### src/hw/rtl/assert_macros.svh
// assertion macros shared by the switch rtl
// expects a clock named clk and a reset named rst in the using module
`ifndef ASSERT_MACROS_SVH
`define ASSERT_MACROS_SVH

// property checked on every rising clock edge outside reset
`define BSW_ASSERT(label, prop, msg) \
  label: assert property (@(posedge clk) disable iff (rst) prop) \
    else $error(msg);

// condition in one cycle implies another in the next
`define BSW_ASSERT_NEXT(label, pre, post, msg) \
  label: assert property (@(posedge clk) disable iff (rst) (pre) |=> (post)) \
    else $error(msg);

`endif

### src/hw/rtl/bsw_pkg.sv
// types and constants for the buffered switch
// used by the controller, datapath and top level
`default_nettype none

package bsw_pkg;

  localparam int PORT_W  = 3;
  localparam int DEST_W  = 4;
  localparam int ID_W    = 31;
  localparam int WORD_W  = DEST_W + ID_W;
  localparam int ROUTE_W = 48;
  localparam int CAP_W   = 5;
  localparam int CMD_W   = 4;

  localparam logic [CAP_W-1:0] CAP_RESET    = 5'd4;
  localparam logic [CAP_W-1:0] CREDIT_RESET = 5'd4;

  localparam logic [1:0] OP_ARRIVAL = 2'd0;
  localparam logic [1:0] OP_TICK    = 2'd1;
  localparam logic [1:0] OP_SEND    = 2'd2;
  localparam logic [1:0] OP_CREDIT  = 2'd3;

  localparam logic [1:0] KIND_SENT   = 2'd0;
  localparam logic [1:0] KIND_CREDIT = 2'd1;
  localparam logic [1:0] KIND_DROP   = 2'd2;
  localparam logic [1:0] KIND_DONE   = 2'd3;

  localparam logic [1:0] CFG_ROUTE      = 2'd0;
  localparam logic [1:0] CFG_EXIT_CAP   = 2'd1;
  localparam logic [1:0] CFG_ENTRY_CAP  = 2'd2;

  localparam logic [CMD_W-1:0] CMD_NONE      = 4'd0;
  localparam logic [CMD_W-1:0] CMD_LATCH     = 4'd1;
  localparam logic [CMD_W-1:0] CMD_PUSH      = 4'd2;
  localparam logic [CMD_W-1:0] CMD_EMIT_DROP = 4'd3;
  localparam logic [CMD_W-1:0] CMD_CLEAR     = 4'd4;
  localparam logic [CMD_W-1:0] CMD_SCAN_RD   = 4'd5;
  localparam logic [CMD_W-1:0] CMD_SCAN_CMP  = 4'd6;
  localparam logic [CMD_W-1:0] CMD_MOVE      = 4'd7;
  localparam logic [CMD_W-1:0] CMD_SEND_RD   = 4'd8;
  localparam logic [CMD_W-1:0] CMD_SEND      = 4'd9;
  localparam logic [CMD_W-1:0] CMD_CREDIT    = 4'd10;
  localparam logic [CMD_W-1:0] CMD_EMIT_DONE = 4'd11;

  typedef struct packed {
    logic [1:0]        operation;
    logic [PORT_W-1:0] port;
    logic [DEST_W-1:0] dest;
    logic [ID_W-1:0]   msg_id;
  } in_item_t;

  typedef struct packed {
    logic [1:0]        kind;
    logic [PORT_W-1:0] port_out;
    logic [DEST_W-1:0] dest_out;
    logic [ID_W-1:0]   id_out;
    logic              last;
  } out_item_t;

  typedef struct packed {
    logic [CMD_W-1:0]  code;
    logic [PORT_W-1:0] idx;
  } cmd_t;

  typedef struct packed {
    logic [1:0] op;
    logic       drop;
    logic       move_ok;
    logic       send_ok;
    logic       out_free;
  } sts_t;

endpackage

`default_nettype wire

### src/hw/rtl/bsw_ctrl.sv
// switch controller: sequences arrivals, period ticks, send ticks
// and credit returns; uses bsw_pkg
`default_nettype none
`include "assert_macros.svh"

module bsw_ctrl #(
  parameter int PORTS = 7
) (
  input  wire logic          clk,
  input  wire logic          rst,
  input  wire logic          in_valid,
  output      logic          in_stall,
  output      bsw_pkg::cmd_t cmd,
  input  wire bsw_pkg::sts_t sts
);

  localparam logic [3:0] S_IDLE      = 4'd0;
  localparam logic [3:0] S_DISPATCH  = 4'd1;
  localparam logic [3:0] S_ARRIVE    = 4'd2;
  localparam logic [3:0] S_SCAN_RD   = 4'd3;
  localparam logic [3:0] S_SCAN_CMP  = 4'd4;
  localparam logic [3:0] S_MOVE      = 4'd5;
  localparam logic [3:0] S_SEND_CHK  = 4'd6;
  localparam logic [3:0] S_SEND_EMIT = 4'd7;
  localparam logic [3:0] S_DONE      = 4'd8;

  localparam logic [bsw_pkg::PORT_W-1:0] LAST_IDX = bsw_pkg::PORT_W'(PORTS - 1);

  logic [3:0]                 state;
  logic [3:0]                 state_next;
  logic [bsw_pkg::PORT_W-1:0] idx;
  logic [bsw_pkg::PORT_W-1:0] idx_next;
  logic                       at_last;

  assign in_stall = state != S_IDLE;
  assign at_last  = idx == LAST_IDX;

  always_comb begin
    state_next = state;
    idx_next   = idx;
    cmd.code   = bsw_pkg::CMD_NONE;
    cmd.idx    = idx;
    case (state)
      S_IDLE: begin
        if (in_valid) begin
          cmd.code   = bsw_pkg::CMD_LATCH;
          state_next = S_DISPATCH;
        end
      end
      S_DISPATCH: begin
        idx_next = '0;
        case (sts.op)
          bsw_pkg::OP_ARRIVAL: state_next = S_ARRIVE;
          bsw_pkg::OP_TICK: begin
            cmd.code   = bsw_pkg::CMD_CLEAR;
            state_next = S_SCAN_RD;
          end
          bsw_pkg::OP_SEND: state_next = S_SEND_CHK;
          default: begin
            cmd.code   = bsw_pkg::CMD_CREDIT;
            state_next = S_DONE;
          end
        endcase
      end
      S_ARRIVE: begin
        if (!sts.drop) begin
          cmd.code   = bsw_pkg::CMD_PUSH;
          state_next = S_DONE;
        end else if (sts.out_free) begin
          cmd.code   = bsw_pkg::CMD_EMIT_DROP;
          state_next = S_DONE;
        end
      end
      S_SCAN_RD: begin
        cmd.code   = bsw_pkg::CMD_SCAN_RD;
        state_next = S_SCAN_CMP;
      end
      S_SCAN_CMP: begin
        cmd.code = bsw_pkg::CMD_SCAN_CMP;
        if (at_last) begin
          idx_next   = '0;
          state_next = S_MOVE;
        end else begin
          idx_next   = idx + 1'b1;
          state_next = S_SCAN_RD;
        end
      end
      S_MOVE: begin
        if (!sts.move_ok || sts.out_free) begin
          if (sts.move_ok) begin
            cmd.code = bsw_pkg::CMD_MOVE;
          end
          if (at_last) begin
            state_next = S_DONE;
          end else begin
            idx_next = idx + 1'b1;
          end
        end
      end
      S_SEND_CHK: begin
        if (sts.send_ok) begin
          cmd.code   = bsw_pkg::CMD_SEND_RD;
          state_next = S_SEND_EMIT;
        end else if (at_last) begin
          state_next = S_DONE;
        end else begin
          idx_next = idx + 1'b1;
        end
      end
      S_SEND_EMIT: begin
        if (sts.out_free) begin
          cmd.code = bsw_pkg::CMD_SEND;
          if (at_last) begin
            state_next = S_DONE;
          end else begin
            idx_next   = idx + 1'b1;
            state_next = S_SEND_CHK;
          end
        end
      end
      S_DONE: begin
        if (sts.out_free) begin
          cmd.code   = bsw_pkg::CMD_EMIT_DONE;
          state_next = S_IDLE;
        end
      end
      default: begin
        state_next = S_IDLE;
      end
    endcase
  end

  always_ff @(posedge clk) begin
    if (rst) begin
      state <= S_IDLE;
      idx   <= '0;
    end else begin
      state <= state_next;
      idx   <= idx_next;
    end
  end

  `BSW_ASSERT(a_send_seq, (state == S_SEND_EMIT) |-> ($past(state) == S_SEND_CHK || $past(state) == S_SEND_EMIT), "send emit without a head read")

endmodule

`default_nettype wire

### config.mk
export PLATFORM = sky130hd
export DESIGN_NAME = bsw_ctrl
export DESIGN_NICKNAME = d
export VERILOG_FILES = /design/src/hw/rtl/bsw_pkg.sv /design/src/hw/rtl/bsw_ctrl.sv
export VERILOG_INCLUDE_DIRS = /design/src /design/src/hw/rtl
export SDC_FILE = /design/constraint.sdc
export NUM_CORES = 1
export LEC_CHECK = 0
export ABC_AREA = 1
export ABC_CLOCK_PERIOD_IN_PS = 1500
export BUFFER_PORTS_ARGS = -buffer_cell sky130_fd_sc_hd__clkbuf_2
export CAP_MARGIN = 20
export CORE_UTILIZATION = 52
export DETAILED_ROUTE_END_ITERATION = 8
export MAX_ROUTING_LAYER = met4
export PLACE_DENSITY_LB_ADDON = 0.1
export SYNTH_ARGS = -nofsm -noshare
export SYNTH_HDL_FRONTEND = slang
export SYNTH_SLANG_ARGS = --single-unit
export TNS_END_PERCENT = 100
### constraint.sdc
create_clock -name clk -period 1.5 [get_ports clk]
set_input_delay 0.225 -clock clk [delete_from_list [all_inputs] [get_ports clk]]
set_output_delay 0.225 -clock clk [all_outputs]
set_load 0.005 [all_outputs]
==> results of run 1 <==
==> critical path, stage by stage (launching register included) <==
cell and delay, ns:
dfxtp_4 0.36, buf_6 0.12, nor2_4 0.20, nand2_2 0.13, nand2_1 0.10, nor2_1 0.06, nand3_1 0.12, buf_2 0.14
==> final cells by class <==
type,instances,area [µm²],share of cell area
inverters,22,86.3,0.0722
repair buffers,42,279,0.233
well taps,15,18.8,0.0157
clock buffers,4,26.3,0.0220
flip-flops and latches,7,155,0.130
multi-input cells,109,631,0.527
==> layer usage <==
metal / vias to the layer above / routed length [µm] / GRT usage
li1: 536 / - / -
met1: 547 / 1260 / 0.407
met2: 105 / 1640 / 0.528
met3: 39 / 402 / 0.0333
met4: 0 / 237 / 0.200
met5: - / 0 / -
==> metrics by stage <==
step	setup WS [ns]	cell area, µm²
finish	-0.196	1200
global route	-0.304	1200
CTS	-0.0523	1090
detailed placement	0.00601	920
global placement	0.0453	920
floorplan	0.133	768
==> placed cells by master (no fill, tap or decap), types with 4 or more instances in the layout <==
master | Yosys | routed
nor2_1 | 14 | 10
nand2_2 | 4 | 8
dfxtp_4 | 0 | 4
inv_1 | 18 | 16
nand4_1 | 5 | 5
nand3_2 | 0 | 4
buf_4 | 0 | 25
a21oi_2 | 0 | 4
nand3_1 | 20 | 15
nor2_4 | 5 | 8
nand2_1 | 41 | 37
clkbuf_2 | 0 | 13
a21oi_1 | 9 | 5
==> cells by family (layout without fill, tap and decap cells) <==
| kind of cell | after synthesis | in the layout |
|---|---|---|
| AOI/OAI and AO/OA | 15 | 15 |
| adders and majority gates | 2 | 2 |
| buffers and inverters | 22 | 68 |
| DFF | 7 | 7 |
| and+or+nand+nor | 92 | 92 |
==> flip-flops by register name, summed over array words and instances (netlist names) <==
| signal | count |
|---|---|
| idx | 3 |
| state | 4 |
==> what timing repair did <==
| item | CTS | global route |
|---|---|---|
| endpoints found under the setup margin | 4 | 11 |
| buffers inserted | 14 | 6 |
| gates resized for setup | 19 | 19 |
| pin swaps | 8 | 8 |
==> worst paths after layout <==
kind,slack [ns],from,end
worst max-delay path,-0.20,state[3],cmd[4]
worst min-delay path,0.25,rst,state[0]
worst max register to register,-0.11,state[1],idx[0]
worst min register to register,0.52,idx[1],idx[1]
==> power by group through the flow <==
stage / Sequential [mW] / Combinational [mW] / Clock [mW]
floorplan: 0.283 / 0.487 / 0
global placement: 0.285 / 0.756 / 0
detailed placement: 0.287 / 0.776 / 0
CTS: 0.299 / 0.961 / 0.170
global route: 0.322 / 1.28 / 0.179
finish: 0.322 / 1.22 / 0.169
==> qor.yml, run 1 <==
sta:
  slew_headroom: 0.841
  fmax_mhz: 590
  finalHoldViolCount: 0
  timing.final.ws_setup_ns: -0.196
  min_period_ns: 1.70
  fin_setup_tns_ns: -0.902
  rsz0062_at_grt: "true"
  finalSetupViolCount: 11
  fin_crit_sh: 1.13
  finClkSkew_ns: 0.00130
  hold_slack_ns: 0.246
  tightest_slew_ns: 0.238
  finalMaxSlewViolations: 0
power:
  p_sw_mw: 0.853
  combPwrFrac: 0.714
  power.total_mw: 1.71
  ir_drop_v: 0.000958
  power.density_nw_per_um2: 1430
  clkPwrFrac: 0.098
  p_leak_nw: 0.648
  pwr-share-seq: 0.188
  swShare: 0.498
  p_int_mw: 0.860
synth:
  synth_compound_area_frac: 0.106
  postSynthNetCount: 149
  synthFlopType: "dfxtp_1"
  yosys_warnings: 0
  synth_top_area_frac: 0.200
  synth_top_family_by_area: "simple AND/OR/NAND/NOR gates"
  synthMuxAreaShare: 0
  synth_seq_cells: 7
  synth.most_common_cell: "nand2_1"
  synth_edf_count: 0
  synth_area_leaders: "nand2_1 20%, dfxtp_1 18%, nand3_1 13%"
  synth-simple-area-share: 0.570
  synth_cell_types: 19
  synthXorXnorAreaFrac: 0
  yosysTopAreaCell: "nand2_1"
  synthCells: 138
  ys_seq_area_frac: 0.182
  synthArstFlopShare: 0
  synth_fa_ha_area_frac: 0.0326
  syn_avg_cell_area_um2: 5.57
  netlist_top_cells_count: "41 x nand2_1, 20 x nand3_1, 18 x inv_1"
  netlist_area_um2: 768
placed_design:
  placed_cells: 176
  hpwl_um: 1700
  gp_congestion: 0.905
  portBuffers: 16
status:
  status: "finished, violations left"
  violations: "setup timing"
floorplanning:
  coreArea_um2: 1330
  die_w_um: 40.4
  row_count: 13
  die_h_um: 40.4
  io_pins: 17
  dieArea_um2: 1630
  initial_core_util: 0.576
finish:
  area_growth_pct: 55.7
  diodes: 0
  fin_cells: 199
  fin_util: 0.897
  drive_above_1_share: 0.457
  fin_nets: 196
  fillerInstances: 70
global_routing:
  grt_first_pass_wirelength_um: 3530
  grt_overflow_total: 0
  grt_pass1_vias: 830
  antenna_found_initial: 0
  grtUsageTotal: 0.335
  grt_max_degree: 8
critical_path:
  path_class: "reg -> out"
  path_max_fanout: 6
  start_kind: "flop"
  crit_path_end_kind: "output port"
  crit_required_ns: 1.27
  rr_worst_depth: 9
  critical_path_arrival_ns: 1.47
drt:
  drt_wl_total_um: 3540
  drt_iter0_markers: 109
  antenna_left: 0
  drc: 0
  vias: 1227
  first_pass_iters: 5
  wl_per_cell_um: 17.8
  vias_per_cell: 6.17
clock_tree:
  clkSinkCount: 7
  cts.clk_slew.worst_paths_ns: 0.05
  cts_tree: "built"
  cts_inserted_buffers: 3
  cts-root-buf: "clkbuf_4"
  cts_max_path_buffers: 2
  clkLatencyLatePin_ns: 0.24
  ctsHoldBuffers: 0
  htree_num_levels: 1
worst_hold_path:
  hold_class: "in -> reg"
  holdPathStages: 2
flow_run:
  cap_violations: 0
(Power assumes the default switching activity.)
==> run 2, diff against run 1 <==
==> constraint.sdc (replaced) <==
create_clock -name clk -period 1.5 [get_ports clk]
set_input_delay 0.15 -clock clk [delete_from_list [all_inputs] [get_ports clk]]
set_output_delay 0.15 -clock clk [all_outputs]
set_load 0.005 [all_outputs]
==> qor.yml, run 2 (synthesis results as in run 1) <==
clock_tree:
  cts_tree: "built"
  htree_num_levels: 1
  cts_max_path_buffers: 2
  cts.clk_slew.worst_paths_ns: 0.05
  ctsHoldBuffers: 0
  cts_inserted_buffers: 3
  cts-root-buf: "clkbuf_4"
  clkLatencyLatePin_ns: 0.24
  clkSinkCount: 7
status:
  violations: "setup timing"
  status: "finished, violations left"
global_routing:
  antenna_found_initial: 0
  use_met2: 0.460
  grt_max_degree: 10
  grt_overflow_total: 0
  grt_use_met1: 0.388
  grt_first_pass_wirelength_um: 3060
  grt_pass1_vias: 735
  grtUsageTotal: 0.291
  busiest_layer: "met2"
  use_met3: 0.0333
sta:
  hold_slack_ns: 0.148
  fmax_mhz: 648
  slew_headroom: 0.845
  fin_crit_sh: 1.03
  finalMaxSlewViolations: 0
  finClkSkew_ns: 0.00131
  finalHoldViolCount: 0
  min_period_ns: 1.54
  finalSetupViolCount: 1
  rsz0062_at_grt: "true"
  timing.final.ws_setup_ns: -0.0421
  tightest_slew_ns: 0.232
  fin_setup_tns_ns: -0.0421
floorplanning:
  row_count: 13
  io_pins: 17
  die_h_um: 40.4
  coreArea_um2: 1330
  die_w_um: 40.4
  initial_core_util: 0.576
  dieArea_um2: 1630
power:
  p_leak_nw: 0.600
  ir_drop_v: 0.00113
  power.total_mw: 1.50
  power.density_nw_per_um2: 1350
finish:
  area_growth_pct: 44.1
  fin_cells: 193
  fin_nets: 190
  finish.instance_area_um2: 1110
  fin_util: 0.830
  mostFrequentLayoutCells: "37 x nand2_1, 18 x nand3_1, 18 x buf_4"
  drive_above_1_share: 0.416
  diodes: 0
  top_regs: "state: 4 flops, idx: 3 flops"
  final_common_cell: "nand2_1"
  top_register: "state"
  largest_reg_flops: 4
drt:
  vias_per_cell: 5.65
  antenna_left: 0
  wl_per_cell_um: 12.8
  first_pass_iters: 4
  drt_wl_total_um: 2470
  vias: 1090
  drc: 0
  drt_iter0_markers: 56
critical_path:
  start_kind: "flop"
  path_class: "reg -> out"
  crit_required_ns: 1.35
  crit_path_end_kind: "output port"
  critical_path_arrival_ns: 1.39
  path_max_fanout: 5
placed_design:
  hpwl_um: 1540
  place_worst_setup_slack_ns: 0.0260
  place_area_um2: 890
  placed_cells: 172
  gp_congestion: 0.924
  portBuffers: 16
flow_run:
  cap_violations: 0
worst_hold_path:
  hold_class: "in -> reg"
run 2: what timing repair did:
action,CTS,global route
pin swaps,3,10
endpoints found under the setup margin,4,9
gates resized for setup,11,18
setup buffers,5,12
run 2: area by class of cell:
cell class,count,area [µm²]
Tap cell,15,18.8
Timing Repair Buffer,36,238
Inverter,22,86.3
Fill cell,89,226
Clock buffer,3,22.5
Multi-Input combinational cell,109,581
Clock inverter,1,5.00
Sequential cell,7,156
run 2: where the power goes:
part	total [mW]	switching, mW	leakage (nW)	internal (mW)
combinational	1.01	0.546	0.522	0.469
sequential	0.316	0.0743	0.0603	0.242
clock	0.166	0.0688	0.0177	0.0972
total	1.50	0.689	0.600	0.807
run 2: metal layers:
metal | vias to the layer above | wire length, µm
met2 | 50 | 1190
met5 | - | 0
li1 | 529 | -
met3 | 8 | 132
met1 | 503 | 1080
met4 | 0 | 61
run 2: critical path, cell delays in order, from the launching register on:
cell and delay [ns]:
dfxtp_4 0.37, nor2_4 0.12, buf_6 0.13, nand4_1 0.18, nand2_1 0.13, nor2_1 0.05, nand3_1 0.06, clkbuf_2 0.11
run 2: path summary, 6_finish.rpt:
kind	slack, ns	depth (start not counted)	from	endpoint
max	-0.04	7	state[2]	cmd[4]
min	0.15	2	rst	state[1]
max reg2reg	0.04	10	state[1]	idx[0]
min reg2reg	0.52	2	idx[1]	idx[1]
==> run 3, diff against run 2 <==
Settings changed: BUFFER_PORTS_ARGS -buffer_cell sky130_fd_sc_hd__clkbuf_2 to default, CORE_AREA from default to 2 2 39 41, CORE_UTILIZATION 52 to default, DIE_AREA from default to 0 0 41 43, DONT_BUFFER_PORTS from default to 1, PLACE_DENSITY from default to 0.73, PLACE_DENSITY_LB_ADDON 0.1 to default, SLEW_MARGIN from default to 5.
==> qor.yml, run 3 (synthesis results as in run 1) <==
worst_hold_path:
  hold_class: "in -> reg"
finish:
  finish.instance_area_um2: 926
  fin_nets: 164
  drive_above_1_share: 0.250
  top_register: "state"
  mostFrequentLayoutCells: "37 x nand2_1, 19 x nand3_1, 17 x inv_1"
  top_regs: "state: 4 flops, idx: 3 flops"
  diodes: 0
  largest_reg_flops: 4
  area_growth_pct: 20.5
  fin_cells: 168
  final_common_cell: "nand2_1"
placed_design:
  place_worst_setup_slack_ns: 0.0955
  hpwl_um: 1570
  gp_congestion: 0.822
  portBuffers: 0
  place_area_um2: 811
  placed_cells: 157
global_routing:
  grt_first_pass_wirelength_um: 3260
  grt_overflow_total: 0
  grt_max_degree: 10
  grtUsageTotal: 0.276
  antenna_found_initial: 0
  grt_pass1_vias: 812
critical_path:
  crit_path_end_kind: "output port"
  path_max_fanout: 8
  critical_path_arrival_ns: 1.30
  start_kind: "flop"
  path_class: "reg -> out"
  crit_required_ns: 1.35
floorplanning:
  initial_core_util: 0.555
  io_pins: 17
  die_w_um: 41
  coreArea_um2: 1380
  row_count: 14
  die_h_um: 43
  dieArea_um2: 1760
clock_tree:
  clkLatencyLatePin_ns: 0.25
  htree_num_levels: 1
  clkSinkCount: 7
  cts-root-buf: "clkbuf_4"
  cts_max_path_buffers: 2
  cts.clk_slew.worst_paths_ns: 0.05
  cts_inserted_buffers: 3
  cts_tree: "built"
sta:
  fin_crit_sh: 0.967
  fmax_mhz: 689
  finalHoldViolCount: 0
  rsz0062_at_grt: "true"
  slew_headroom: 0.842
  timing.final.ws_setup_ns: 0.0492
  tightest_slew_ns: 0.236
  min_period_ns: 1.45
  finalSetupViolCount: 0
  finClkSkew_ns: 0.00488
  finalMaxSlewViolations: 0
drt:
  wl_per_cell_um: 12.4
  antenna_left: 0
  drt_wl_total_um: 2080
  vias: 886
  vias_per_cell: 5.27
  drc: 0
  drt_iter0_markers: 14
  first_pass_iters: 4
flow_run:
  cap_violations: 0
power:
  p_leak_nw: 0.479
  power.density_nw_per_um2: 1330
  ir_drop_v: 0.000905
status:
  status: "completed"
==> run 3: cell count changes in the layout (fill, tap and decap cells not counted), sizes merged <==
cell,change
buf,-12
clkbuf,-14
clkinv,-1
dlygate4sd3,+1
==> run 3: worst paths after layout <==
path,from,to,slack (ns),depth (start not counted)
setup / recovery,state[2],cmd[3],0.05,6
hold / removal,rst,idx[0],0.04,3
setup reg to reg,idx[0],state[0],0.14,10
hold reg to reg,idx[2],idx[2],0.55,2
==> run 3: timing repair <==
| item | 4_1_cts | 5_1_grt |
|---|---|---|
| endpoints found under the hold margin | 6 | 0 |
| pin swaps | 1 | 5 |
| endpoints found under the setup margin | 3 | 9 |
| resized for setup | 2 | 13 |
| hold buffers | 1 | 0 |
| buffers inserted | 0 | 6 |
| gates cloned | 0 | 0 |
==> run 3: final cells by class <==
type,count,area (µm²)
flip-flops and latches,7,148
fillers,129,458
clock buffers,4,26.3
well taps,16,20.0
multi-input cells,109,567
inverters,22,83.8
repair buffers,10,81.3
==> run 3: through the flow <==
stage / total power [mW] / utilization / hold WS [ns] / TNS [ns]
after floorplan: 0.770 / - / 0.219 / 0
after global placement: 0.902 / 0.586 / 0.220 / 0
after detailed placement: 0.911 / 0.586 / 0.223 / 0
after CTS: 1.10 / 0.614 / 0.0311 / -0.0218
after global routing: 1.33 / 0.669 / 0.0578 / -0.0352
final: 1.23 / 0.669 / 0.0419 / 0
==> run 3: power breakdown <==
group | internal, mW | total (mW) | switching, mW
clock | 0.101 | 0.170 | 0.0689
sequential | 0.234 | 0.296 | 0.0623
combinational | 0.301 | 0.766 | 0.466
total | 0.636 | 1.23 | 0.597
==> run 3: critical path, stage by stage (launching register included) <==
cell	delay, ns
dfxtp_2	0.36
nor2_4	0.16
buf_6	0.14
nand2_1	0.12
o21ai_1	0.14
a21oi_1	0.05
nand3_1	0.08
==> run 3: per-layer routing <==
layer / track usage / vias up / part of all wire
met5: - / - / 0
met3: 0.0419 / 4 / 0.022
met1: 0.360 / 398 / 0.47
li1: - / 471 / -
met2: 0.409 / 13 / 0.49
met4: 0.113 / 0 / 0.011
